<file path="src/hdl/kpc_pkg.sv">
`timescale 1ns / 1ps
// Shared types and constants for the key press classifier with tick timers.
// Depends on nothing; kpc_key_scan, kpc_timers and the top level use it by scoped names.
package kpc_pkg;

   // Item kinds on the request channel.
   localparam logic [1:0] KIND_TICK  = 2'd0;
   localparam logic [1:0] KIND_LOAD  = 2'd1;
   localparam logic [1:0] KIND_CLEAR = 2'd2;

   // Latched key events.
   localparam logic [1:0] EV_NONE  = 2'd0;
   localparam logic [1:0] EV_SHORT = 2'd1;
   localparam logic [1:0] EV_LONG  = 2'd2;

   // Configuration register indexes.
   localparam logic [2:0] CSR_SCAN_DIVIDE     = 3'd0;
   localparam logic [2:0] CSR_LONG_THRESHOLD  = 3'd1;
   localparam logic [2:0] CSR_GAP_LIMIT       = 3'd2;
   localparam logic [2:0] CSR_GAP_UNIT_MS     = 3'd3;
   localparam logic [2:0] CSR_SHUTDOWN_PRESET = 3'd4;

   // Configuration reset values.
   localparam logic [3:0]  SCAN_DIVIDE_RST     = 4'd3;
   localparam logic [9:0]  LONG_THRESHOLD_RST  = 10'd25;
   localparam logic [7:0]  GAP_LIMIT_RST       = 8'd10;
   localparam logic [7:0]  GAP_UNIT_MS_RST     = 8'd20;
   localparam logic [31:0] SHUTDOWN_PRESET_RST = 32'd0;

   // The power-off timer and the number of timers shown in the zero mask.
   localparam int SHUTDOWN_TIMER = 2;
   localparam int ZERO_BITS      = 6;

   // Saturation limits.
   localparam logic [15:0] COUNT_MAX = 16'hFFFF;
   localparam logic [7:0]  RUN_MAX   = 8'hFF;

   // One decoded item as seen by the state units.
   typedef struct packed {
      logic        tick;
      logic        load;
      logic        clear;
      logic        key_level;
      logic [2:0]  timer_index;
      logic [31:0] load_value;
   } step_cmd_type;

   // Key scan configuration.
   typedef struct packed {
      logic [3:0] scan_divide;
      logic [9:0] long_threshold;
      logic [7:0] gap_limit;
   } scan_cfg_type;

   // Key scan state after the current item.
   typedef struct packed {
      logic [1:0]  key_event;
      logic [15:0] idle_count;
      logic [7:0]  press_run;
      logic        key_down;
   } scan_stat_type;

endpackage

</file>
<file path="src/hdl/kpc_req_if.sv">
`timescale 1ns / 1ps
// Request channel: valid/ready handshake carrying one item.
// Depends on nothing.
interface kpc_req_if;
   logic        valid;
   logic        ready;
   logic [1:0]  kind;
   logic        key_level;
   logic [2:0]  timer_index;
   logic [31:0] load_value;

   modport source (output valid, kind, key_level, timer_index, load_value, input ready);
   modport sink (input valid, kind, key_level, timer_index, load_value, output ready);
endinterface

</file>
<file path="src/hdl/kpc_rsp_if.sv">
`timescale 1ns / 1ps
// Result channel: valid/ready handshake carrying one result item.
// Depends on nothing.
interface kpc_rsp_if;
   logic        valid;
   logic        ready;
   logic [1:0]  key_event;
   logic [23:0] gap_ms;
   logic [7:0]  press_run;
   logic        key_down;
   logic [31:0] tick_count;
   logic [5:0]  timers_zero;
   logic [31:0] timer_value;

   modport source (output valid, key_event, gap_ms, press_run, key_down, tick_count,
                   timers_zero, timer_value, input ready);
   modport sink (input valid, key_event, gap_ms, press_run, key_down, tick_count,
                 timers_zero, timer_value, output ready);
endinterface

</file>
<file path="src/hdl/kpc_csr_if.sv">
`timescale 1ns / 1ps
// Configuration write channel: valid/ready handshake with register index and data.
// Depends on nothing.
interface kpc_csr_if;
   logic        valid;
   logic        ready;
   logic [2:0]  index;
   logic [31:0] data;

   modport source (output valid, index, data, input ready);
   modport sink (input valid, index, data, output ready);
endinterface

</file>
<file path="src/hdl/kpc_key_scan.sv">
`timescale 1ns / 1ps
// Key scan state: scan divider, held and idle counters, quick-press run, event latch.
// Depends on kpc_pkg.
module kpc_key_scan (
   input  logic                   clock,
   input  logic                   reset,
   input  logic                   enable,
   input  kpc_pkg::step_cmd_type  cmd,
   input  kpc_pkg::scan_cfg_type  cfg,
   output kpc_pkg::scan_stat_type stat
);

   logic [3:0]  phase_ff, phase_in;
   logic [15:0] held_ff, held_in;
   logic [15:0] idle_ff, idle_in;
   logic [7:0]  quick_ff, quick_in;
   logic [1:0]  event_ff, event_in;
   logic        level_ff, level_in;

   logic [4:0]  divide;
   logic [4:0]  phase_inc;
   logic [15:0] held_a;
   logic [15:0] idle_a;
   logic [15:0] idle_b;
   logic [15:0] threshold;
   logic [15:0] gap;

   // Next state for one item.
   always_comb begin
      phase_in  = phase_ff;
      held_in   = held_ff;
      idle_in   = idle_ff;
      quick_in  = quick_ff;
      event_in  = event_ff;
      level_in  = level_ff;
      divide    = (cfg.scan_divide == 4'd0) ? 5'd1 : {1'b0, cfg.scan_divide};
      phase_inc = {1'b0, phase_ff} + 5'd1;
      threshold = {6'd0, cfg.long_threshold};
      gap       = {8'd0, cfg.gap_limit};
      held_a    = held_ff;
      idle_a    = idle_ff;
      idle_b    = idle_ff;

      if (cmd.tick) begin
         level_in = cmd.key_level;
         if (phase_inc >= divide) begin
            phase_in = 4'd0;
            // Key scan: a press restarts the gap and counts the hold.
            if (cmd.key_level) begin
               idle_a = 16'd0;
               if (held_ff != kpc_pkg::COUNT_MAX) begin
                  held_a = held_ff + 16'd1;
               end
            end
            if (held_a >= threshold) begin
               event_in = kpc_pkg::EV_LONG;
            end
            if (!cmd.key_level) begin
               // A release after a short hold is a short press.
               if (held_a < threshold && held_a != 16'd0) begin
                  event_in = kpc_pkg::EV_SHORT;
                  if (idle_a < gap && quick_ff != kpc_pkg::RUN_MAX) begin
                     quick_in = quick_ff + 8'd1;
                  end
               end
               idle_b = (idle_a != kpc_pkg::COUNT_MAX) ? idle_a + 16'd1 : idle_a;
               if (idle_b >= gap) begin
                  quick_in = 8'd0;
               end
               held_a = 16'd0;
            end
            held_in = held_a;
            idle_in = cmd.key_level ? idle_a : idle_b;
         end else begin
            phase_in = phase_inc[3:0];
         end
      end else if (cmd.clear) begin
         event_in = kpc_pkg::EV_NONE;
      end
   end

   assign stat.key_event  = event_in;
   assign stat.idle_count = idle_in;
   assign stat.press_run  = quick_in;
   assign stat.key_down   = level_in;

   // State registers, updated when an item is processed.
   always_ff @(posedge clock) begin
      if (reset) begin
         phase_ff <= 4'd0;
         held_ff  <= 16'd0;
         idle_ff  <= 16'd0;
         quick_ff <= 8'd0;
         event_ff <= kpc_pkg::EV_NONE;
         level_ff <= 1'b0;
      end else if (enable) begin
         phase_ff <= phase_in;
         held_ff  <= held_in;
         idle_ff  <= idle_in;
         quick_ff <= quick_in;
         event_ff <= event_in;
         level_ff <= level_in;
      end
   end

endmodule

</file>
<file path="src/hdl/kpc_timers.sv">
`timescale 1ns / 1ps
// Bank of down-timers: decrement on ticks, load by index, zero mask and readback.
// Depends on kpc_pkg.
module kpc_timers #(
   parameter int NUM_TIMERS = 6
) (
   input  logic                  clock,
   input  logic                  reset,
   input  logic                  enable,
   input  kpc_pkg::step_cmd_type cmd,
   output logic [5:0]            timers_zero,
   output logic [31:0]           timer_value
);

   localparam int SHOWN = (NUM_TIMERS < kpc_pkg::ZERO_BITS) ? NUM_TIMERS : kpc_pkg::ZERO_BITS;

   logic [31:0] tmr_ff [NUM_TIMERS];
   logic [31:0] tmr_in [NUM_TIMERS];

   // Next timer values: count down while nonzero, or take a load.
   always_comb begin
      for (int i = 0; i < NUM_TIMERS; i++) begin
         tmr_in[i] = tmr_ff[i];
         if (cmd.tick && tmr_ff[i] != 32'd0) begin
            tmr_in[i] = tmr_ff[i] - 32'd1;
         end
         if (cmd.load && int'(cmd.timer_index) == i) begin
            tmr_in[i] = cmd.load_value;
         end
      end
   end

   // Zero mask and addressed readback; missing timers read as zero.
   always_comb begin
      timers_zero = 6'd0;
      timer_value = 32'd0;
      for (int i = 0; i < SHOWN; i++) begin
         timers_zero[i] = (tmr_in[i] == 32'd0);
      end
      for (int i = 0; i < NUM_TIMERS; i++) begin
         if (int'(cmd.timer_index) == i) begin
            timer_value = tmr_in[i];
         end
      end
   end

   // The power-off timer takes its preset at reset.
   always_ff @(posedge clock) begin
      if (reset) begin
         for (int i = 0; i < NUM_TIMERS; i++) begin
            tmr_ff[i] <= (i == kpc_pkg::SHUTDOWN_TIMER) ? kpc_pkg::SHUTDOWN_PRESET_RST : 32'd0;
         end
      end else if (enable) begin
         tmr_ff <= tmr_in;
      end
   end

endmodule

</file>
<file path="src/hdl/key_press_classifier_tick_timers.sv">
`timescale 1ns / 1ps
// Top level of the key press classifier with tick timers.
// Depends on kpc_pkg, kpc_req_if, kpc_rsp_if, kpc_csr_if, kpc_key_scan, kpc_timers.
//
// Usage:
//   req_if carries one item per transfer: a tick with the sampled key level,
//   a load of one down-timer, or a clear of the latched key event.
//   rsp_if returns exactly one result per item, in order: the latched event,
//   the idle gap in milliseconds, the quick-press run, the mirrored key level,
//   the tick count, the timer zero mask and the addressed timer's value.
//   csr_if writes the configuration registers by index; it is always ready.
//   Write it only while no item is in flight.
// Timing:
//   An item is captured in an input register and then processed into the
//   result register, waiting while a result is held. One item per cycle is
//   sustained while rsp_if.ready stays high; the state counters and timer bank
//   update as the item moves from the input register to the result register.
// Reset (synchronous) clears all counters, the event latch and the timers and
//   restores the register defaults. When rsp_if.ready is low the result holds,
//   one more item waits in the input register, and then req_if.ready drops.
//   The shutdown preset is applied at reset, where it holds its reset value.
module key_press_classifier_tick_timers #(
   parameter int NUM_TIMERS = 6
) (
   input logic       clock,
   input logic       reset,
   kpc_req_if.sink   req_if,
   kpc_rsp_if.source rsp_if,
   kpc_csr_if.sink   csr_if
);

   // Configuration registers.
   logic [3:0] scan_divide_ff;
   logic [9:0] long_threshold_ff;
   logic [7:0] gap_limit_ff;
   logic [7:0] gap_unit_ff;

   // Input register.
   logic        in_vld_ff;
   logic [1:0]  kind_ff;
   logic        level_ff;
   logic [2:0]  index_ff;
   logic [31:0] load_ff;

   // Result register.
   logic        out_vld_ff;
   logic [1:0]  event_ff;
   logic [23:0] gap_ms_ff;
   logic [7:0]  run_ff;
   logic        down_ff;
   logic [31:0] ticks_out_ff;
   logic [5:0]  zero_ff;
   logic [31:0] value_ff;

   logic [31:0] ticks_ff, ticks_in;

   logic                   advance;
   logic                   req_take;
   kpc_pkg::step_cmd_type  cmd;
   kpc_pkg::scan_cfg_type  scan_cfg;
   kpc_pkg::scan_stat_type stat;
   logic [5:0]             zero_mask;
   logic [31:0]            timer_value;
   logic [23:0]            gap_ms;

   // Handshakes.
   assign advance       = in_vld_ff && (!out_vld_ff || rsp_if.ready);
   assign req_if.ready  = !in_vld_ff || advance;
   assign req_take      = req_if.valid && req_if.ready;
   assign csr_if.ready  = 1'b1;

   // Configuration writes; the shutdown preset has no effect outside reset.
   always_ff @(posedge clock) begin
      if (reset) begin
         scan_divide_ff    <= kpc_pkg::SCAN_DIVIDE_RST;
         long_threshold_ff <= kpc_pkg::LONG_THRESHOLD_RST;
         gap_limit_ff      <= kpc_pkg::GAP_LIMIT_RST;
         gap_unit_ff       <= kpc_pkg::GAP_UNIT_MS_RST;
      end else if (csr_if.valid) begin
         case (csr_if.index)
            kpc_pkg::CSR_SCAN_DIVIDE:    scan_divide_ff    <= csr_if.data[3:0];
            kpc_pkg::CSR_LONG_THRESHOLD: long_threshold_ff <= csr_if.data[9:0];
            kpc_pkg::CSR_GAP_LIMIT:      gap_limit_ff      <= csr_if.data[7:0];
            kpc_pkg::CSR_GAP_UNIT_MS:    gap_unit_ff       <= csr_if.data[7:0];
            default: begin
            end
         endcase
      end
   end

   // Input register: takes a new item whenever it is empty or the current one moves on.
   always_ff @(posedge clock) begin
      if (reset) begin
         in_vld_ff <= 1'b0;
      end else if (req_if.ready) begin
         in_vld_ff <= req_if.valid;
      end
      if (req_take) begin
         kind_ff  <= req_if.kind;
         level_ff <= req_if.key_level;
         index_ff <= req_if.timer_index;
         load_ff  <= req_if.load_value;
      end
   end

   // Item decode.
   assign cmd.tick        = (kind_ff == kpc_pkg::KIND_TICK);
   assign cmd.load        = (kind_ff == kpc_pkg::KIND_LOAD);
   assign cmd.clear       = (kind_ff == kpc_pkg::KIND_CLEAR);
   assign cmd.key_level   = level_ff;
   assign cmd.timer_index = index_ff;
   assign cmd.load_value  = load_ff;

   assign scan_cfg.scan_divide    = scan_divide_ff;
   assign scan_cfg.long_threshold = long_threshold_ff;
   assign scan_cfg.gap_limit      = gap_limit_ff;

   kpc_key_scan u_key_scan (
      .clock  (clock),
      .reset  (reset),
      .enable (advance),
      .cmd    (cmd),
      .cfg    (scan_cfg),
      .stat   (stat)
   );

   kpc_timers #(
      .NUM_TIMERS (NUM_TIMERS)
   ) u_timers (
      .clock       (clock),
      .reset       (reset),
      .enable      (advance),
      .cmd         (cmd),
      .timers_zero (zero_mask),
      .timer_value (timer_value)
   );

   // Counter of tick items, wraps.
   assign ticks_in = cmd.tick ? ticks_ff + 32'd1 : ticks_ff;

   always_ff @(posedge clock) begin
      if (reset) begin
         ticks_ff <= 32'd0;
      end else if (advance) begin
         ticks_ff <= ticks_in;
      end
   end

   // Gap in milliseconds: 16-bit idle count times 8-bit unit.
   assign gap_ms = {8'd0, stat.idle_count} * {16'd0, gap_unit_ff};

   // Result register.
   always_ff @(posedge clock) begin
      if (reset) begin
         out_vld_ff <= 1'b0;
      end else if (advance) begin
         out_vld_ff <= 1'b1;
      end else if (rsp_if.ready) begin
         out_vld_ff <= 1'b0;
      end
      if (advance) begin
         event_ff     <= stat.key_event;
         gap_ms_ff    <= gap_ms;
         run_ff       <= stat.press_run;
         down_ff      <= stat.key_down;
         ticks_out_ff <= ticks_in;
         zero_ff      <= zero_mask;
         value_ff     <= timer_value;
      end
   end

   assign rsp_if.valid       = out_vld_ff;
   assign rsp_if.key_event   = event_ff;
   assign rsp_if.gap_ms      = gap_ms_ff;
   assign rsp_if.press_run   = run_ff;
   assign rsp_if.key_down    = down_ff;
   assign rsp_if.tick_count  = ticks_out_ff;
   assign rsp_if.timers_zero = zero_ff;
   assign rsp_if.timer_value = value_ff;

endmodule
</file>
<file path="src/flat_wrapper.sv">
// flat-port wrapper written by rule: the top's interface ports become plain ports
module key_press_classifier_tick_timers_flat 
#(
   parameter int NUM_TIMERS = 6
)
  (clock, reset, req_if_valid, req_if_kind, req_if_key_level, req_if_timer_index, req_if_load_value, req_if_ready, rsp_if_valid, rsp_if_key_event, rsp_if_gap_ms, rsp_if_press_run, rsp_if_key_down, rsp_if_tick_count, rsp_if_timers_zero, rsp_if_timer_value, rsp_if_ready, csr_if_valid, csr_if_index, csr_if_data, csr_if_ready);
  kpc_req_if req_if_i ();
  kpc_rsp_if rsp_if_i ();
  kpc_csr_if csr_if_i ();
  input logic clock;
  input logic reset;
  input wire logic [$bits(req_if_i.valid)-1:0] req_if_valid;
  input wire logic [$bits(req_if_i.kind)-1:0] req_if_kind;
  input wire logic [$bits(req_if_i.key_level)-1:0] req_if_key_level;
  input wire logic [$bits(req_if_i.timer_index)-1:0] req_if_timer_index;
  input wire logic [$bits(req_if_i.load_value)-1:0] req_if_load_value;
  output wire logic [$bits(req_if_i.ready)-1:0] req_if_ready;
  output wire logic [$bits(rsp_if_i.valid)-1:0] rsp_if_valid;
  output wire logic [$bits(rsp_if_i.key_event)-1:0] rsp_if_key_event;
  output wire logic [$bits(rsp_if_i.gap_ms)-1:0] rsp_if_gap_ms;
  output wire logic [$bits(rsp_if_i.press_run)-1:0] rsp_if_press_run;
  output wire logic [$bits(rsp_if_i.key_down)-1:0] rsp_if_key_down;
  output wire logic [$bits(rsp_if_i.tick_count)-1:0] rsp_if_tick_count;
  output wire logic [$bits(rsp_if_i.timers_zero)-1:0] rsp_if_timers_zero;
  output wire logic [$bits(rsp_if_i.timer_value)-1:0] rsp_if_timer_value;
  input wire logic [$bits(rsp_if_i.ready)-1:0] rsp_if_ready;
  input wire logic [$bits(csr_if_i.valid)-1:0] csr_if_valid;
  input wire logic [$bits(csr_if_i.index)-1:0] csr_if_index;
  input wire logic [$bits(csr_if_i.data)-1:0] csr_if_data;
  output wire logic [$bits(csr_if_i.ready)-1:0] csr_if_ready;
  assign req_if_i.valid = req_if_valid;
  assign req_if_i.kind = req_if_kind;
  assign req_if_i.key_level = req_if_key_level;
  assign req_if_i.timer_index = req_if_timer_index;
  assign req_if_i.load_value = req_if_load_value;
  assign req_if_ready = req_if_i.ready;
  assign rsp_if_valid = rsp_if_i.valid;
  assign rsp_if_key_event = rsp_if_i.key_event;
  assign rsp_if_gap_ms = rsp_if_i.gap_ms;
  assign rsp_if_press_run = rsp_if_i.press_run;
  assign rsp_if_key_down = rsp_if_i.key_down;
  assign rsp_if_tick_count = rsp_if_i.tick_count;
  assign rsp_if_timers_zero = rsp_if_i.timers_zero;
  assign rsp_if_timer_value = rsp_if_i.timer_value;
  assign rsp_if_i.ready = rsp_if_ready;
  assign csr_if_i.valid = csr_if_valid;
  assign csr_if_i.index = csr_if_index;
  assign csr_if_i.data = csr_if_data;
  assign csr_if_ready = csr_if_i.ready;
  key_press_classifier_tick_timers #(.NUM_TIMERS(NUM_TIMERS)) u_core (.clock(clock), .reset(reset), .req_if(req_if_i), .rsp_if(rsp_if_i), .csr_if(csr_if_i));
endmodule
</file>
<file path="config.mk">
export PLATFORM = sky130hd
export DESIGN_NAME = key_press_classifier_tick_timers_flat
export DESIGN_NICKNAME = d
export VERILOG_FILES = /design/src/hdl/kpc_pkg.sv /design/src/hdl/kpc_req_if.sv /design/src/hdl/kpc_rsp_if.sv /design/src/hdl/kpc_csr_if.sv /design/src/hdl/kpc_key_scan.sv /design/src/hdl/kpc_timers.sv /design/src/hdl/key_press_classifier_tick_timers.sv /design/src/flat_wrapper.sv
export SDC_FILE = /design/constraint.sdc
export NUM_CORES = 2
export LEC_CHECK = 0
export ABC_AREA = 1
export BUFFER_PORTS_ARGS = -buffer_cell sky130_fd_sc_hd__buf_2
export CAP_MARGIN = 10
export CELL_PAD_IN_SITES_DETAIL_PLACEMENT = 2
export CELL_PAD_IN_SITES_GLOBAL_PLACEMENT = 2
export CORE_MARGIN = 3
export CORE_UTILIZATION = 34
export DETAILED_ROUTE_END_ITERATION = 7
export GPL_ROUTABILITY_DRIVEN = 0
export HOLD_SLACK_MARGIN = 0.03
export PLACE_DENSITY = 0.8
export SLEW_MARGIN = 25
export SYNTH_ARGS = -nofsm -noshare
export SYNTH_HDL_FRONTEND = slang
export SYNTH_HIERARCHICAL = 1
export SYNTH_SLANG_ARGS = --single-unit
</file>
<file path="constraint.sdc">
create_clock -name clock -period 8.5 [get_ports clock]
set_input_delay 1.275 -clock clock [delete_from_list [all_inputs] [get_ports clock]]
set_output_delay 1.275 -clock clock [all_outputs]
set_load 0.05 [all_outputs]
</file>
==> Yosys cells after proc, flatten, opt, wreduce, memory -nomap -nowiden <==
Cells that the tools add are included.
{ "op_classes": {"add_sub_neg": 11, "n_mul": 1, "order_cmp": 5, "eq_ne": 13, "muxes": 48, "reduce_logical": 44} }
{ "ops": {"columns": ["op", "n"], "rows": [
  ["two-way mux 32 bit", 19],
  ["zero test 32 bit", 6],
  ["two-way mux 16 bit", 12],
  ["nonzero test 32 bit", 6],
  ["subtractor 32 x 1 -> 32 bit (second input constant)", 6],
  ["two-way mux 8 bit", 6],
  ["adder 16 x 1 -> 16 bit (second input constant)", 2],
  ["adder 32 x 1 -> 32 bit (second input constant)", 1],
  ["!= test 16 bit (second input constant)", 2],
  ["multiplier 16 x 8 -> 24 bit", 1],
  [">= comparator 16 x 10 -> 1 bit", 1],
  [">= comparator 16 x 8 -> 1 bit", 1],
  ["logical AND 1 bit", 16],
  ["< comparator 16 x 10 -> 1 bit", 1],
  ["< comparator 16 x 8 -> 1 bit", 1],
  ["nonzero test 16 bit", 1],
  ["equality test 3 bit (second input constant)", 4],
  ["two-way mux 2 bit", 6],
  ["AND reduction 2 bit", 5],
  ["equality test 3 x 2 -> 1 bit (second input constant)", 3],
  ["adder 8 x 1 -> 8 bit (second input constant)", 1],
  ["two-way mux 4 bit", 2],
  ["!= test 8 bit (second input constant)", 1],
  ["zero test 3 bit", 2],
  ["other kinds (12)", 16]
]} }
{ "word_totals": {"reg_bits": 446, "output_inout_bits": 108, "wordCells": 152} }

==> Longest topological paths before layout <==
{ "logic_depth": {"depth_word": 13, "ltp_mapped": 37, "ltp_nobuf": 35} }

==> Modules after synthesis <==
Netlist, hierarchy kept.
{ "modules_own_cells": {"columns": ["module", "instances", "cells_each", "area_per_inst_um2", "seq_area_each_um2"], "rows": [
  ["kpc_timers", 1, 3608, 18746.7, 3843.7],
  ["key_press_classifier_tick_timers", 1, 1391, 12271.8, 5575.3],
  ["kpc_key_scan", 1, 739, 4480.5, 940.9]
]} }

==> Worst setup path before layout <==
OpenSTA, ideal clock, no wires.
{ "synth_timing": {"kind": "input to register", "start": "input rsp_if_ready", "end": "register u_core.u_key_scan.held_ff[12]", "setup_time_ns": 0.070, "t_arrival_ns": 6.612, "t_required_ns": 8.430, "path_slack_ns": 1.818, "stages": 13, "path_buffers": 3, "path_cell_list": "inv_1 > nand2_1 > nand2_1 > inv_1 > clkbuf_1 > clkbuf_8 > clkinv_1 > nor3_1 > nand2_1 > inv_1 > clkbuf_1 > nand3_1 > a21oi_1"} }
{ "synth_between": {"elab_chain_cells": 3} }
{ "synth_rtl": {"columns": ["element", "line_no", "rtl"], "rows": [
  ["start, declared", "flat_wrapper.sv:26", "input wire logic [$bits(rsp_if_i.ready)-1:0] rsp_if_ready;"],
  ["logical OR 1 bit", "key_press_classifier_tick_timers.sv:67", "assign advance = in_vld_ff && (!out_vld_ff || rsp_if.ready);"],
  ["logical AND 1 bit", "key_press_classifier_tick_timers.sv:67", null],
  ["via u_core.advance", "key_press_classifier_tick_timers.sv:57", "logic advance;"],
  ["AND reduction 3 bit (no source line)", null, null],
  ["end signal, assigned", "kpc_key_scan.sv:98", "held_ff <= held_in;"],
  ["end, declared", "kpc_key_scan.sv:14", "logic [15:0] held_ff, held_in;"]
]} }
The timed path passes the listed nets, and every way through them passes these cells.
A chain may end at the register's enable or synchronous reset.

==> results_dict.tcl <==
set metrics [dict create \
    status "completed" \
    hold_viol_final 0 \
    synth_ff_type "dfxtp_1" \
    antenna_found_initial 7 \
    finish.net_count 6034 \
    max_freq_mhz 140 \
    slew_viol_final 0 \
    irDropWorstVdd_uv 152 \
    grt-ovfl-total 0 \
    synth.avg_cell_area_um2 6.19 \
    r2r_cells 30 \
    finalCritPeriodShare 0.842 \
    clk_latency_ns 0.71 \
    start_kind "flop" \
    drv_cap 0 \
    synth_cell_types 53 \
    critical_path.endpoint_type "flop" \
    relSlewSlack 0.232 \
    cts_resized 0 \
    die_area_mm2 0.108 \
    num_vias 38700 \
    path_delay_family "adder cells" \
    drive_gt1_frac 0.0758 \
    grt_max_degree 102 \
    avgRoutedWirePerCell_um 22.5 \
    root_buffer "clkbuf_16" \
    yosysSeqAreaShare 0.292 \
    drt_first_pass_iters 7 \
    cts_setup_buffers 0 \
    skew_ns 0.0397 \
    synth-edff-count 143 \
    drc 0 \
    finalSetupViolations 0 \
    dr.first_iter.drc_count 2255 \
    clk_pin_slew_ns 0.07 \
    cp.required_ns 8.94 \
    portBuffers 162 \
    fp-row-count 117 \
    clock_path_buffers 3 \
    syn-cell-area_mm2 0.0355 \
    path_max_fanout 32 \
    final_common_cell "nand2_1" \
    die_h_um 329 \
    drtAntennaViolNets 0 \
    period_minus_slack_ns 7.15 \
    syn_to_final_growth_pct 10.6 \
    critPathKind "flop to flop" \
    grt_pass1_vias 41900 \
    finalSetupTns_ns 0 \
    final_util 0.383 \
    hpwlAfterDp_um 121000 \
    slowest_delay_ns 0.64 \
    final_cell_mix "1992 x nand2_1, 726 x inv_1, 683 x nor2_1" \
    arrival_ns 7.59 \
    clock_sinks 446 \
    worst_slew_pin_slew_ns 1.15 \
    coreArea_mm2 0.103 \
    whs_path_depth 2 \
    synth_top_cell_area_share 0.211 \
    synth_area_leader_cell "nand2_1" \
    finalWirelength_um 162000 \
    power_density_mw_per_mm2 174 \
    ys_warn_count 6 \
    initial_core_util 0.346 \
    synth_area_leaders "nand2_1 21%, dfxtp_1 17%, edfxtp_1 12%, inv_1 7.7%, nor2_1 7.3%" \
    worstHoldPathType "flop to flop" \
    hold_buffers 0 \
    ys_ff_latch 446 \
    synth_nets 5990 \
    rsz0062_at_grt "no" \
    htree_levels 2 \
    tritoncts "built" \
    path_depth 30 \
    cp_slowest_cell "edfxtp_1" \
    path_buf_inv 7 \
    whs_ns 0.464 \
    fp.dieW_um 329 \
    routed_via_density 5.37 \
    async_flop_share 0 \
    grt_pass1_wl_um 248000 \
    leakagePower_nw 19.6 \
    io_pins 186 \
    numCtsBuffers 57 \
    track_usage 0.296 \
    crit_top_cell "nand2_1" \
    netlist_instances 5738 \
]
## Yosys cell counts (56+ instances only)
master and n:
nor2_1 690, nand4_1 113, ha_1 90, clkbuf_1 138
edfxtp_1 143, a31oi_1 56, nand3_1 401, o21ai_0 337
inv_1 730, nand2_1 1992, xor2_1 79, fa_1 84
a21oi_1 246, dfxtp_1 303
## state kept, by name, summed over array words and instances (netlist names), 10 cells and up
name,cells
u_core/long_threshold_ff,10
u_core/u_key_scan/held_ff,16
u_core/rsp_if.tick_count,32
u_core/rsp_if.gap_ms,24
u_core/u_timers/tmr_ff,192
u_core/load_ff,32
u_core/rsp_if.timer_value,32
u_core/u_key_scan/idle_ff,16
u_core/ticks_ff,32
## routing by layer
layer | share of wire | track usage
met5 | 0.00025 | 0
met4 | 0.049 | 0.128
met3 | 0.042 | 0.0330
met2 | 0.48 | 0.522
met1 | 0.43 | 0.363
## cell families (layout without fill, tap and decap cells)
group,count (synthesis),after routing,synth area share
AO/OA/AOI/OAI,705,705,0.104
adder cells (fa/ha/maj),174,174,0.0791
buffers and inverters,973,1063,0.111
XOR/XNOR,104,104,0.0257
other,1,2,0.000106
flip-flops,446,446,0.292
AND/OR/NAND/NOR,3335,3335,0.388
## report_power, final
part           leakage [nW]  switching (mW)  total, mW  internal, mW
clock network         0.941            1.11       2.61          1.50
logic                  14.8            1.25       1.68         0.435
registers              3.86           0.194       2.53          2.33
total                  19.6            2.55       6.82          4.27
## layout make-up
cell class | count | area [µm²]
Clock buffer | 69 | 1520
Fill cell | 12900 | 63400
Inverter | 755 | 2840
Antenna cell | 1 | 2.50
Tap cell | 1368 | 1710
Multi-Input combinational cell | 4319 | 21200
Timing Repair Buffer | 203 | 1130
Sequential cell | 446 | 10400
Clock inverter | 36 | 439
## worst min-delay path: cells and delay by family, from the launching register on
family,cells,cell delay [ns]
DFF,1,0.32
and+or+nand+nor,2,0.12
## final timing paths
kind / from / end / slack, ns
max: u_core/level_ff$_DFFE_PP_ / u_core/rsp_if.gap_ms[20]$_DFFE_PP_ / 1.35
min: u_core/long_threshold_ff[4]$_SDFFE_PP1P_ / u_core/long_threshold_ff[4]$_SDFFE_PP1P_ / 0.46
min reg2reg: u_core/long_threshold_ff[4]$_SDFFE_PP1P_ / u_core/long_threshold_ff[4]$_SDFFE_PP1P_ / 0.46
max reg2reg: u_core/level_ff$_DFFE_PP_ / u_core/rsp_if.gap_ms[20]$_DFFE_PP_ / 1.35
## per-stage QoR
stage                     cells  setup WS, ns  total power, mW  instance area (µm²)
final                      7197          1.35             6.82                39300
after global routing       7196         0.774             7.16                39300
after CTS                  7196          1.30             6.88                39200
after detailed placement   7091          1.37             4.22                37300
after global placement     7091          1.66             4.15                37300
after floorplan            5738          1.82             3.63                35500
No activity file was read; power rests on OpenSTA's default activity.
